--- config.mk ---
export PLATFORM = sky130hd
export DESIGN_NAME = lru_key_cache_lookup_top
export DESIGN_NICKNAME = d
export VERILOG_FILES = /design/src/design/lkc_pkg.sv /design/src/design/lkc_ram.sv /design/src/design/lkc_ctrl.sv /design/src/design/lkc_dpath.sv /design/src/design/lru_key_cache_lookup_top.sv
export SDC_FILE = /design/constraint.sdc
export NUM_CORES = 1
export LEC_CHECK = 0
export BUFFER_PORTS_ARGS = -buffer_cell sky130_fd_sc_hd__buf_2
export CAP_MARGIN = 20
export CELL_PAD_IN_SITES_DETAIL_PLACEMENT = 1
export CELL_PAD_IN_SITES_GLOBAL_PLACEMENT = 1
export CORE_MARGIN = 2
export CORE_UTILIZATION = 55
export CTS_CLUSTER_DIAMETER = 60
export DETAILED_ROUTE_END_ITERATION = 16
export PLACE_DENSITY_LB_ADDON = 0.3
export SETUP_SLACK_MARGIN = 0.05
export SYNTH_ARGS = -nofsm -noshare
export SYNTH_HDL_FRONTEND = slang
export SYNTH_SLANG_ARGS = --single-unit
export TNS_END_PERCENT = 100
--- constraint.sdc ---
create_clock -name clk -period 12.1 [get_ports clk]
set_clock_uncertainty 0.1 [all_clocks]
set_input_delay 1.815 -clock clk [delete_from_list [all_inputs] [get_ports clk]]
set_output_delay 1.815 -clock clk [all_outputs]
set_load 0.05 [all_outputs]
--- src/design/lkc_pkg.sv ---
// Shared types and constants for the LRU key cache lookup block.
// Used by the controller, the datapath and the top level; no dependencies.
package lkc_pkg;

  // Field widths fixed by the item format
  localparam int SIZE_W  = 16;
  localparam int STYLE_W = 32;
  localparam int STAMP_W = 32;
  localparam int SLOT_W  = 3;

  // One cache entry as stored in the entry RAM
  localparam int ENTRY_W = SIZE_W + STYLE_W + STAMP_W;

  // Controller to datapath commands
  typedef struct packed {
    logic start;   // latch the item, bump the use counter, restart the scan
    logic scan;    // issue entry reads and compare
    logic commit;  // write the entry back and load the result register
  } lkc_cmd_t;

  // Datapath to controller status
  typedef struct packed {
    logic scan_done;  // all filled entries read and compared
    logic out_free;   // result register can take a new item this cycle
  } lkc_stat_t;

endpackage

--- src/design/lkc_ram.sv ---
// Generic single-write, single-read RAM with registered read data.
// No dependencies.
module lkc_ram #(
  parameter int WIDTH = 8,
  parameter int DEPTH = 8,
  parameter int AW    = $clog2(DEPTH)
) (
  input  logic             clk,
  input  logic             wr_en,
  input  logic [AW-1:0]    wr_addr,
  input  logic [WIDTH-1:0] wr_data,
  input  logic             rd_en,
  input  logic [AW-1:0]    rd_addr,
  output logic [WIDTH-1:0] rd_data
);

  logic [WIDTH-1:0] mem [DEPTH];

  // Write port
  always_ff @(posedge clk) begin
    if (wr_en) begin
      mem[wr_addr] <= wr_data;
    end
  end

  // Registered read port
  always_ff @(posedge clk) begin
    if (rd_en) begin
      rd_data <= mem[rd_addr];
    end
  end

endmodule

--- src/design/lkc_ctrl.sv ---
// Sequencing state machine for the LRU key cache lookup.
// Depends on lkc_pkg for the command and status structs.
module lkc_ctrl
  import lkc_pkg::*;
(
  input  logic      clk,
  input  logic      rst_n,
  input  logic      in_valid,
  output logic      in_stall,
  input  lkc_stat_t stat,
  output lkc_cmd_t  cmd
);

  localparam logic [1:0] ST_IDLE   = 2'd0;
  localparam logic [1:0] ST_SCAN   = 2'd1;
  localparam logic [1:0] ST_COMMIT = 2'd2;

  logic [1:0] state_r;
  logic [1:0] state_nxt;

  // Next state and commands
  always_comb begin
    state_nxt  = state_r;
    cmd.start  = 1'b0;
    cmd.scan   = 1'b0;
    cmd.commit = 1'b0;
    in_stall   = 1'b1;
    unique case (state_r)
      ST_IDLE: begin
        in_stall = 1'b0;
        if (in_valid) begin
          cmd.start = 1'b1;
          state_nxt = ST_SCAN;
        end
      end
      ST_SCAN: begin
        cmd.scan = 1'b1;
        if (stat.scan_done) begin
          state_nxt = ST_COMMIT;
        end
      end
      ST_COMMIT: begin
        if (stat.out_free) begin
          cmd.commit = 1'b1;
          state_nxt  = ST_IDLE;
        end
      end
      default: begin
        state_nxt = ST_IDLE;
      end
    endcase
  end

  always_ff @(posedge clk) begin
    if (!rst_n) begin
      state_r <= ST_IDLE;
    end else begin
      state_r <= state_nxt;
    end
  end

endmodule

--- src/design/lkc_dpath.sv ---
// Datapath of the LRU key cache: entry RAM, key compare, LRU victim
// tracking, fill and use counters, style mask and result register.
// Depends on lkc_pkg and lkc_ram.
module lkc_dpath
  import lkc_pkg::*;
#(
  parameter int ENTRIES = 8
) (
  input  logic               clk,
  input  logic               rst_n,
  input  lkc_cmd_t           cmd,
  output lkc_stat_t          stat,
  input  logic               cfg_wr_en,
  input  logic [STYLE_W-1:0] cfg_wr_data,
  input  logic [SIZE_W-1:0]  in_font_size,
  input  logic [STYLE_W-1:0] in_style_bits,
  output logic               out_valid,
  input  logic               out_stall,
  output logic               out_hit,
  output logic [SLOT_W-1:0]  out_slot,
  output logic               out_evicted
);

  localparam int IW = $clog2(ENTRIES);
  localparam int CW = $clog2(ENTRIES + 1);

  // Configuration and global state
  logic [STYLE_W-1:0] mask_r;
  logic [STAMP_W-1:0] use_cnt_r;
  logic [CW-1:0]      fill_r;

  // Item being looked up
  logic [SIZE_W-1:0]  size_r;
  logic [STYLE_W-1:0] style_r;
  logic [STAMP_W-1:0] stamp_r;

  // Scan state
  logic [CW-1:0]      cnt_r;
  logic               rd_vld_r;
  logic [IW-1:0]      rd_idx_r;
  logic               hit_r;
  logic [IW-1:0]      hit_idx_r;
  logic [STAMP_W-1:0] best_r;
  logic [IW-1:0]      which_r;

  // Result register
  logic               out_valid_r;
  logic               out_hit_r;
  logic [SLOT_W-1:0]  out_slot_r;
  logic               out_evicted_r;

  logic               scan_issue;
  logic               full;
  logic [IW-1:0]      wr_slot;
  logic [ENTRY_W-1:0] rd_data;
  logic [SIZE_W-1:0]  e_size;
  logic [STYLE_W-1:0] e_style;
  logic [STAMP_W-1:0] e_stamp;
  logic               key_match;
  logic               is_older;

  assign scan_issue = cmd.scan && (cnt_r < fill_r);
  assign full       = (fill_r == CW'(ENTRIES));

  // Entry fields, stored as {size, style, stamp}
  assign e_size    = rd_data[ENTRY_W-1 -: SIZE_W];
  assign e_style   = rd_data[STAMP_W +: STYLE_W];
  assign e_stamp   = rd_data[STAMP_W-1:0];
  assign key_match = (e_size == size_r) && (e_style == style_r);
  assign is_older  = (e_stamp < best_r);

  // Slot to write: the hit, the next empty one, or the LRU victim
  always_comb begin
    priority if (hit_r) begin
      wr_slot = hit_idx_r;
    end else if (!full) begin
      wr_slot = fill_r[IW-1:0];
    end else begin
      wr_slot = which_r;
    end
  end

  lkc_ram #(
    .WIDTH (ENTRY_W),
    .DEPTH (ENTRIES)
  ) u_entry_ram (
    .clk     (clk),
    .wr_en   (cmd.commit),
    .wr_addr (wr_slot),
    .wr_data ({size_r, style_r, stamp_r}),
    .rd_en   (scan_issue),
    .rd_addr (cnt_r[IW-1:0]),
    .rd_data (rd_data)
  );

  // Control state: mask, counters, read pipeline flag, hit flag, result valid
  always_ff @(posedge clk) begin
    if (!rst_n) begin
      mask_r      <= '1;
      use_cnt_r   <= '0;
      fill_r      <= '0;
      cnt_r       <= '0;
      rd_vld_r    <= 1'b0;
      hit_r       <= 1'b0;
      out_valid_r <= 1'b0;
    end else begin
      if (cfg_wr_en) begin
        mask_r <= cfg_wr_data;
      end
      rd_vld_r <= scan_issue;
      if (cmd.start) begin
        use_cnt_r <= use_cnt_r + STAMP_W'(1);
        cnt_r     <= '0;
        hit_r     <= 1'b0;
      end
      if (scan_issue) begin
        cnt_r <= cnt_r + CW'(1);
      end
      if (rd_vld_r && key_match && !hit_r) begin
        hit_r <= 1'b1;
      end
      if (cmd.commit && !hit_r && !full) begin
        fill_r <= fill_r + CW'(1);
      end
      if (cmd.commit) begin
        out_valid_r <= 1'b1;
      end else if (!out_stall) begin
        out_valid_r <= 1'b0;
      end
    end
  end

  // Item, scan and result payload
  always_ff @(posedge clk) begin
    if (cmd.start) begin
      size_r  <= in_font_size;
      style_r <= in_style_bits & mask_r;
      stamp_r <= use_cnt_r;
      // victim bound is the counter after this item's increment
      best_r  <= use_cnt_r + STAMP_W'(1);
      which_r <= '0;
    end
    if (scan_issue) begin
      rd_idx_r <= cnt_r[IW-1:0];
    end
    if (rd_vld_r && key_match && !hit_r) begin
      hit_idx_r <= rd_idx_r;
    end
    // strict compare keeps the lowest index on equal stamps
    if (rd_vld_r && is_older) begin
      best_r  <= e_stamp;
      which_r <= rd_idx_r;
    end
    if (cmd.commit) begin
      out_hit_r     <= hit_r;
      out_slot_r    <= SLOT_W'(wr_slot);
      out_evicted_r <= !hit_r && full;
    end
  end

  assign stat.scan_done = !scan_issue && !rd_vld_r;
  assign stat.out_free  = !out_valid_r || !out_stall;

  assign out_valid   = out_valid_r;
  assign out_hit     = out_hit_r;
  assign out_slot    = out_slot_r;
  assign out_evicted = out_evicted_r;

endmodule

--- src/design/lru_key_cache_lookup_top.sv ---
// LRU key cache lookup, top level. After an accept the scan issues one RAM read per filled
// entry through the single read port of the entry RAM, flushes the last read, closes the scan
// and commits; with the cache empty it goes straight to the scan close and the commit. A new
// item is taken only after the previous one has committed. A waiting result does not block
// the next accept; a stalled output only holds back the commit.
// Synchronous active-low reset empties the cache, clears the use counter, mask all ones.
module lru_key_cache_lookup_top
  import lkc_pkg::*;
#(
  parameter int ENTRIES = 8
) (
  input  logic               clk,
  input  logic               rst_n,
  input  logic               cfg_wr_en,
  input  logic [STYLE_W-1:0] cfg_wr_data,
  input  logic               in_valid,
  output logic               in_stall,
  input  logic [SIZE_W-1:0]  in_font_size,
  input  logic [STYLE_W-1:0] in_style_bits,
  output logic               out_valid,
  input  logic               out_stall,
  output logic               out_hit,
  output logic [SLOT_W-1:0]  out_slot,
  output logic               out_evicted
);

  lkc_cmd_t  cmd;
  lkc_stat_t stat;

  lkc_ctrl u_ctrl (
    .clk      (clk),
    .rst_n    (rst_n),
    .in_valid (in_valid),
    .in_stall (in_stall),
    .stat     (stat),
    .cmd      (cmd)
  );

  lkc_dpath #(
    .ENTRIES (ENTRIES)
  ) u_dpath (
    .clk           (clk),
    .rst_n         (rst_n),
    .cmd           (cmd),
    .stat          (stat),
    .cfg_wr_en     (cfg_wr_en),
    .cfg_wr_data   (cfg_wr_data),
    .in_font_size  (in_font_size),
    .in_style_bits (in_style_bits),
    .out_valid     (out_valid),
    .out_stall     (out_stall),
    .out_hit       (out_hit),
    .out_slot      (out_slot),
    .out_evicted   (out_evicted)
  );

endmodule

==> results of run 1 <==
==> flip-flops by register name, indices dropped and copies added (netlist names), 2 cells and up <==
signal,cells
u_dpath.which_r,3
u_ctrl.state_r,2
u_dpath.cnt_r,4
u_dpath.stamp_r,32
u_dpath.fill_r,4
u_dpath.hit_idx_r,3
u_dpath.out_slot,3
u_dpath.use_cnt_r,32
u_dpath.u_entry_ram.rd_data,80
u_dpath.rd_idx_r,3
u_dpath.mask_r,32
u_dpath.size_r,16
u_dpath.style_r,32
u_dpath.best_r,32
u_dpath.u_entry_ram.mem,640
==> power breakdown <==
group	switching (mW)	internal, mW	leakage [nW]
Sequential	0.0681	3.55	8.36
Combinational	0.0935	0.0633	3.36
Clock	1.19	1.67	1.49
==> stage by stage <==
stage	instances	power [mW]	area, sq um	setup WS, ps
2_1_floorplan	1811	3.76	35700	3510
4_1_cts	2881	6.68	40200	7380
3_5_place_dp	2706	3.84	37200	6700
5_1_grt	2885	6.81	40300	7220
6_report	2886	6.63	40300	7400
3_3_place_gp	2706	3.82	37200	6790
==> path summary, 6_finish.rpt <==
kind                                                     start                                  endpoint
worst max-delay path                                 out_stall  u_dpath.u_entry_ram.mem[3][58]$_DFFE_PP_
worst min-delay path             u_dpath.rd_idx_r[0]$_DFFE_PP_            u_dpath.hit_idx_r[0]$_DFFE_PP_
worst max register to register  u_dpath.fill_r[0]$_SDFFE_PN0P_  u_dpath.u_entry_ram.mem[3][58]$_DFFE_PP_
worst min register to register   u_dpath.rd_idx_r[0]$_DFFE_PP_            u_dpath.hit_idx_r[0]$_DFFE_PP_
==> routing by layer <==
| layer | up-vias | share of wire [%] |
|---|---|---|
| met5 | - | 0 |
| met4 | 0 | 2.7 |
| met3 | 133 | 5.3 |
| met2 | 600 | 51 |
| met1 | 9123 | 41 |
| li1 | 7441 | - |
==> Yosys cell counts (3+ instances only) <==
cell	number	area, sq um
mux4_2	160	3600
nand2_1	71	267
clkbuf_1	49	184
nor3_1	7	35.0
and4_1	4	35.0
mux2i_1	36	360
dfxtp_1	77	1540
nand4_1	15	93.8
inv_1	42	158
a21o_1	4	30.0
or2_2	3	18.8
nand2b_1	6	37.5
or3_1	9	56.3
xor2_1	77	674
buf_6	3	33.8
and2_1	45	282
nor2_1	46	173
ha_1	38	475
buf_2	5	25.0
edfxtp_1	846	25400
buf_1	15	56.3
nor4_1	12	75.1
a21oi_1	27	135
mux2_2	110	1240
and3_1	5	31.3
nand3_1	30	150
o21ai_0	16	80.1
xnor2_1	28	245
==> final cells by class <==
cell class	count	area share (%)
tap	855	2.65
clock inverter	43	1.06
multi-input combinational	773	20.8
antenna	1	0.00621
timing repair buffer	117	1.74
clock buffer	132	6.44
sequential	923	66.9
inverter	42	0.403
==> worst max-delay path, delay by kind of cell <==
family / cells / cell delay (ps)
AO/OA/AOI/OAI: 1 / 640
buffers and inverters: 2 / 970
AND/OR/NAND/NOR: 2 / 1370
==> cell families (layout without fill, tap and decap cells) <==
family / Yosys count / count (layout)
AND/OR/NAND/NOR: 264 / 264
multiplexers: 308 / 308
AO/OA/AOI/OAI: 58 / 58
flip-flops: 923 / 923
buffers and inverters: 115 / 334
XOR/XNOR: 105 / 105
other: 0 / 1
adder cells (fa/ha/maj): 38 / 38
==> results by group, run 1 <==
Status
  – Run status: finished clean

Timing
  – Relative slew margins: 28.3%
  – Pins Over Slew Limit: 0
  – Period Utilization, post-route: approximately two fifths
  – Setup violations, final: 0
  – Worst-Margin Slew: 1080 ps
  – Hold violation total from the final report: 0
  – Sum Neg Setup Slack: 0 ps
  – RSZ-0062 raised after global routing: false
  – Fmax: roughly 210 MHz
  – Crit path time final: 4700 ps
  – Final hold slack: 343 ps

Global route
  – GR Layer Usage met1: about a third
  – First-pass GRT wire length: 120 mm
  – Largest net degree at the start of global routing: 71
  – Vias in the first global route: 18976
  – GRT Resource Usage Total: 24.3%
  – Initial antenna violation count: 1
  – Met2 GRT Util: 40.7%
  – Global route hottest layer: met2
  – Total grt overflow: 0
  – Met3 Use GR: 3.63%

Drt
  – First-pass iteration count of the detailed router: 5
  – Antenna Nets Post-Route: 0
  – Routed wire length: 78.6 mm
  – Wire per inst: 27.3 microns
  – DRC errors left: 0
  – Vias post-DR: approximately 17000
  – Starting DRT DRC Count: 1510
  – Vias per cell: 5.99

Synth
  – Netlist Area Pre-Place: 35700 sq um
  – Synth cell types: 48
  – Synthesized Nets: slightly below 2000
  – Largest family of logic cells by synthesized area: multiplexers
  – Synthesis-stage register bit count: 923
  – Synth Warn #: 0
  – Synth Area in Simple Gates: around 3.8%
  – Synth Area in XOR/XNOR: 2.57%
  – Async set-or-reset flop fraction in the synthesized netlist: 0%
  – Synth Instances: 1811
  – Predominant post-synthesis flop cell: edfxtp_1
  – Fraction of synthesized area in multiplexers: 14.6%
  – Adder-cell share of the synthesized area: 1.33%
  – Synth Area in Compound Gates: ~1%
  – Syn_area_per_cell: 19.7 sq um
  – Post-synth EDFFs: 846
  – Post-synthesis sequential area ratio: 75.4%

Setup path
  – Startpoint types: input port
  – R2R Setup Slk: 7800 ps
  – Crit path capture type: register
  – Kind of critical path: in2reg
  – R2R depth: 8
  – Critical path, cell by cell: buf_2 > a21oi_1 > nand2_1 > nor2_4 > buf_4
  – Slowest stage delay, CP: 940 ps
  – Crit-path max FO: 54
  – Arrival time at the worst endpoint: 4860 ps
  – Slowest CP cell: nor2_4
  – CP required: between 10000 and 15000 ps

Min path
  – Hold Crit Class: reg2reg
  – Hold Crit Depth: 0

Run
  – # Max-Cap Violations: 0

Place
  – Routability cong.: 0.757
  – Dpl hpwl: roughly 45 mm
  – Buffers on Ports: 91

Final layout
  – Share of cells above drive strength 1: 26.7%
  – Layout Utilization: 62.7%
  – Seq. cell area: 27000 sq um
  – # nets final: 2073
  – Commonest non-fill, non-tap cells in the layout: 846 x edfxtp_1, 160 x mux4_2, 110 x mux2_2
  – Syn-to-layout area delta: 12.8%
  – Area of the multi-input gates: ~8400 sq um
  – Commonest non-fill, non-tap cell in the layout: edfxtp_1
  – # fillers: 5391

CTS
  – Clock tree root buffer cell: clkbuf_16
  – Clk_lat worst skew: 640 ps
  – Hold bufs inserted after CTS: 0
  – Total CTS buffers: 93
  – Clock transition at the registers of the reported paths: 60 ps
  – Htree depth: 3
  – Number of buffers added for setup after CTS: 0
  – Post-CTS sizing: 0
  – Clk sinks: 923
  – Clk buf depth: 3
  – CTS tree: yes

Floorplan
  – Die width: around 260 microns
  – Core box area: 64300 sq um
  – Initial Util: 55.5%
  – I/O pin cnt: 92
  – Rows: 93
  – Die ar.: 67000 sq um
  – Die H: 259 microns

Pwr
  – Peak supply drop: 0.122 mV
  – Lkg Pwr: 13.2 nW
  – Pwr per Cell Area: 165 nW/um^2
Power figures use the tool's default switching activity.
==> run 2, diff against run 1 <==
- ABC_AREA: unset -> 1
- CORE_UTILIZATION: 55 -> 51
- clock period: 12.1 -> 4.4 ns (I/O delays scaled with it)
==> run 2 against run 1 <==
  * Combinational power rose to 16 times the previous value
  * Register-to-register slack got worse by 6600 ps
  * Synthesized area up 4.6%
  * Final area up 4.7%
  * Setup slack got worse by 6200 ps
  * Non-clock buffer count up 14
  * Synthesized cell count rose by 73%
==> results by group, run 2 <==
Global route
  – Largest net degree at the start of global routing: 142
  – GRT Resource Usage Total: between 20% and 30%
  – First-pass GRT wire length: 162 mm
  – Vias in the first global route: 27270
  – Initial antenna violation count: 5
  – Total grt overflow: 0

Setup path
  – Startpoint types: register
  – Crit-path max FO: 15
  – CP required: ~4600 ps
  – Arrival time at the worst endpoint: approximately 3500 ps
  – Bufs and invs on worst path: 3
  – Crit path top cell by count: nand2_1
  – Slowest stage delay, CP: 750 ps
  – Slowest CP cell: nor2_4
  – CP delay by family, top: simple AND/OR/NAND/NOR gates
  – Critical path, cell by cell: inv_1 > ha_1 > nand2_1 > nor2_1 > inv_1 > a21oi_1 > o21ai_0 > nand2_1 > nand2_1 > nor2_4 > buf_4
  – R2R Setup Slk: 1180 ps
  – Kind of critical path: reg2reg
  – Crit path capture type: register

Timing
  – RSZ-0062 raised after global routing: false
  – Crit path time final: ~3200 ps
  – Period Utilization, post-route: 73.3%
  – Setup violations, final: 0
  – Hold violation total from the final report: 0
  – Relative slew margins: 37.1%
  – Fmax: 310 MHz
  – Worst-Margin Slew: 943 ps
  – Pins Over Slew Limit: 0

Drt
  – Vias per cell: roughly 6
  – Vias post-DR: roughly 25000
  – DRC errors left: 0
  – First-pass iteration count of the detailed router: 6
  – Antenna Nets Post-Route: 0
  – Starting DRT DRC Count: 2695
  – Routed wire length: about 110 mm
  – Wire per inst: between 20 and 25 microns

Synth
  – Synth Warn #: 0
  – Most common cell in the netlist: edfxtp_1
  – Syn_area_per_cell: 11.9 sq um
  – Synthesis-stage register bit count: around 920
  – Netlist Area Pre-Place: 37400 sq um
  – Synth Instances: 3142
  – Top cells by area, synth: edfxtp_1 68%, nor2_1 6.6%, o21ai_0 4.6%
  – Synth cell types: 44
  – Synth top area share: roughly 68%
  – Post-synthesis sequential area ratio: 72.1%
  – Yosys top cell by area: edfxtp_1
  – Async set-or-reset flop fraction in the synthesized netlist: 0%
  – Post-synth EDFFs: 846
  – Predominant post-synthesis flop cell: edfxtp_1
  – Most instantiated cells after synthesis: 846 x edfxtp_1, 660 x nor2_1, 346 x nand2_1
  – Synthesized Nets: approximately 3300

Final layout
  – Max reg flops: 640
  – Share of cells above drive strength 1: 10.2%
  – # nets final: 3340
  – Commonest non-fill, non-tap cell in the layout: edfxtp_1
  – Biggest register: u_dpath.u_entry_ram.mem
  – Layout Utilization: 58.1%
  – Commonest non-fill, non-tap cells in the layout: 846 x edfxtp_1, 652 x nor2_1, 346 x nand2_1
  – Syn-to-layout area delta: 13.0%
  – ANT cells: 0
  – Non-filler cells, final: 4257
  – Biggest regs: u_dpath.u_entry_ram.mem (640), u_dpath.u_entry_ram.rd_data (80)
  – Final Cell Area: around 42000 sq um

CTS
  – Clock transition at the registers of the reported paths: 70 ps
  – Clk buf depth: 3
  – Number of buffers added for setup after CTS: 0
  – Hold bufs inserted after CTS: 0
  – CTS tree: yes
  – Total CTS buffers: between 90 and 100
  – Clk_lat worst skew: 670 ps
  – Clock tree root buffer cell: clkbuf_16
  – Clk sinks: 923
  – Post-CTS sizing: 0
  – Htree depth: 3

Floorplan
  – Core box area: 72700 sq um
  – Rows: ~100
  – Die width: about 270 microns
  – Die ar.: approximately 75000 sq um
  – Initial Util: 51.4%
  – I/O pin cnt: 92
  – Die H: 275 microns

Status
  – Run status: finished clean

Place
  – Buffers on Ports: 91
  – Post-DP Area: 38900 sq um
  – DP Cell Count: between 4000 and 5000
  – Routability cong.: approximately 0.84
  – Dpl hpwl: 60.4 mm

Run
  – # Max-Cap Violations: 0

Pwr
  – Pwr per Cell Area: between 500 and 600 nW/um^2
  – Peak supply drop: ~0.37 mV
  – Lkg Pwr: between 15 and 20 nW

Min path
  – Hold Crit Class: in2reg
run 2: kinds of logic after synthesis:
kind of cell / after synthesis / share of synthesized area [%]
and+or+nand+nor: 1189 / 13.1
xor gates and xnor gates: 40 / 0.937
adders and majority gates: 38 / 1.27
buffers and inverters: 371 / 4.20
DFF: 923 / 72.1
AOI/OAI and AO/OA: 581 / 8.40
run 2: path summary, 6_finish.rpt:
path | startpoint | to | cells after the start
hold reg to reg | u_dpath.mask_r[24]$_SDFFE_PN1P_ | u_dpath.mask_r[24]$_SDFFE_PN1P_ | 2
hold / removal | in_font_size[3] | u_dpath.size_r[3]$_DFFE_PP_ | 1
setup / recovery | u_dpath.fill_r[0]$_SDFFE_PN0P_ | u_dpath.u_entry_ram.mem[1][24]$_DFFE_PP_ | 11
setup reg to reg | u_dpath.fill_r[0]$_SDFFE_PN0P_ | u_dpath.u_entry_ram.mem[1][24]$_DFFE_PP_ | 11
run 2: area by class of cell:
cell class / instances / area [sq um]
clock inverters: 60 / 742
multi-input cells: 1848 / 8920
fillers: 7233 / 30500
repair buffers: 131 / 1000
flip-flops and latches: 923 / 27000
inverters: 217 / 830
clock buffers: 119 / 2570
well taps: 959 / 1200
run 2: through the flow:
stage	setup TNS [ps]	worst slack [ps]	total power, mW	hold WS (ps)
finish	0	1180	22.3	68.2
global route	0	993	23.1	55.1
CTS	0	1190	22.4	43.1
detailed placement	0	1280	13.8	345
global placement	0	1350	13.6	337
floorplan	-443890	-799	12.7	306
run 2: report_power, final:
part	total (mW)	internal (mW)	switching, mW
clock network	8.57	5.10	3.47
registers	11.2	10.6	0.644
logic	2.51	0.698	1.81
run 2: layer usage:
metal / up-vias / share of wire, % / global-route usage (%) / routed length [microns]
met4: 8 / 2.8 / 9.61 / 2980
met2: 1003 / 48 / 46.6 / 50400
met1: 12704 / 41 / 37.6 / 43500
li1: 11167 / - / - / -
met5: - / 0.12 / 0.877 / 126
met3: 248 / 7.6 / 6.07 / 8030
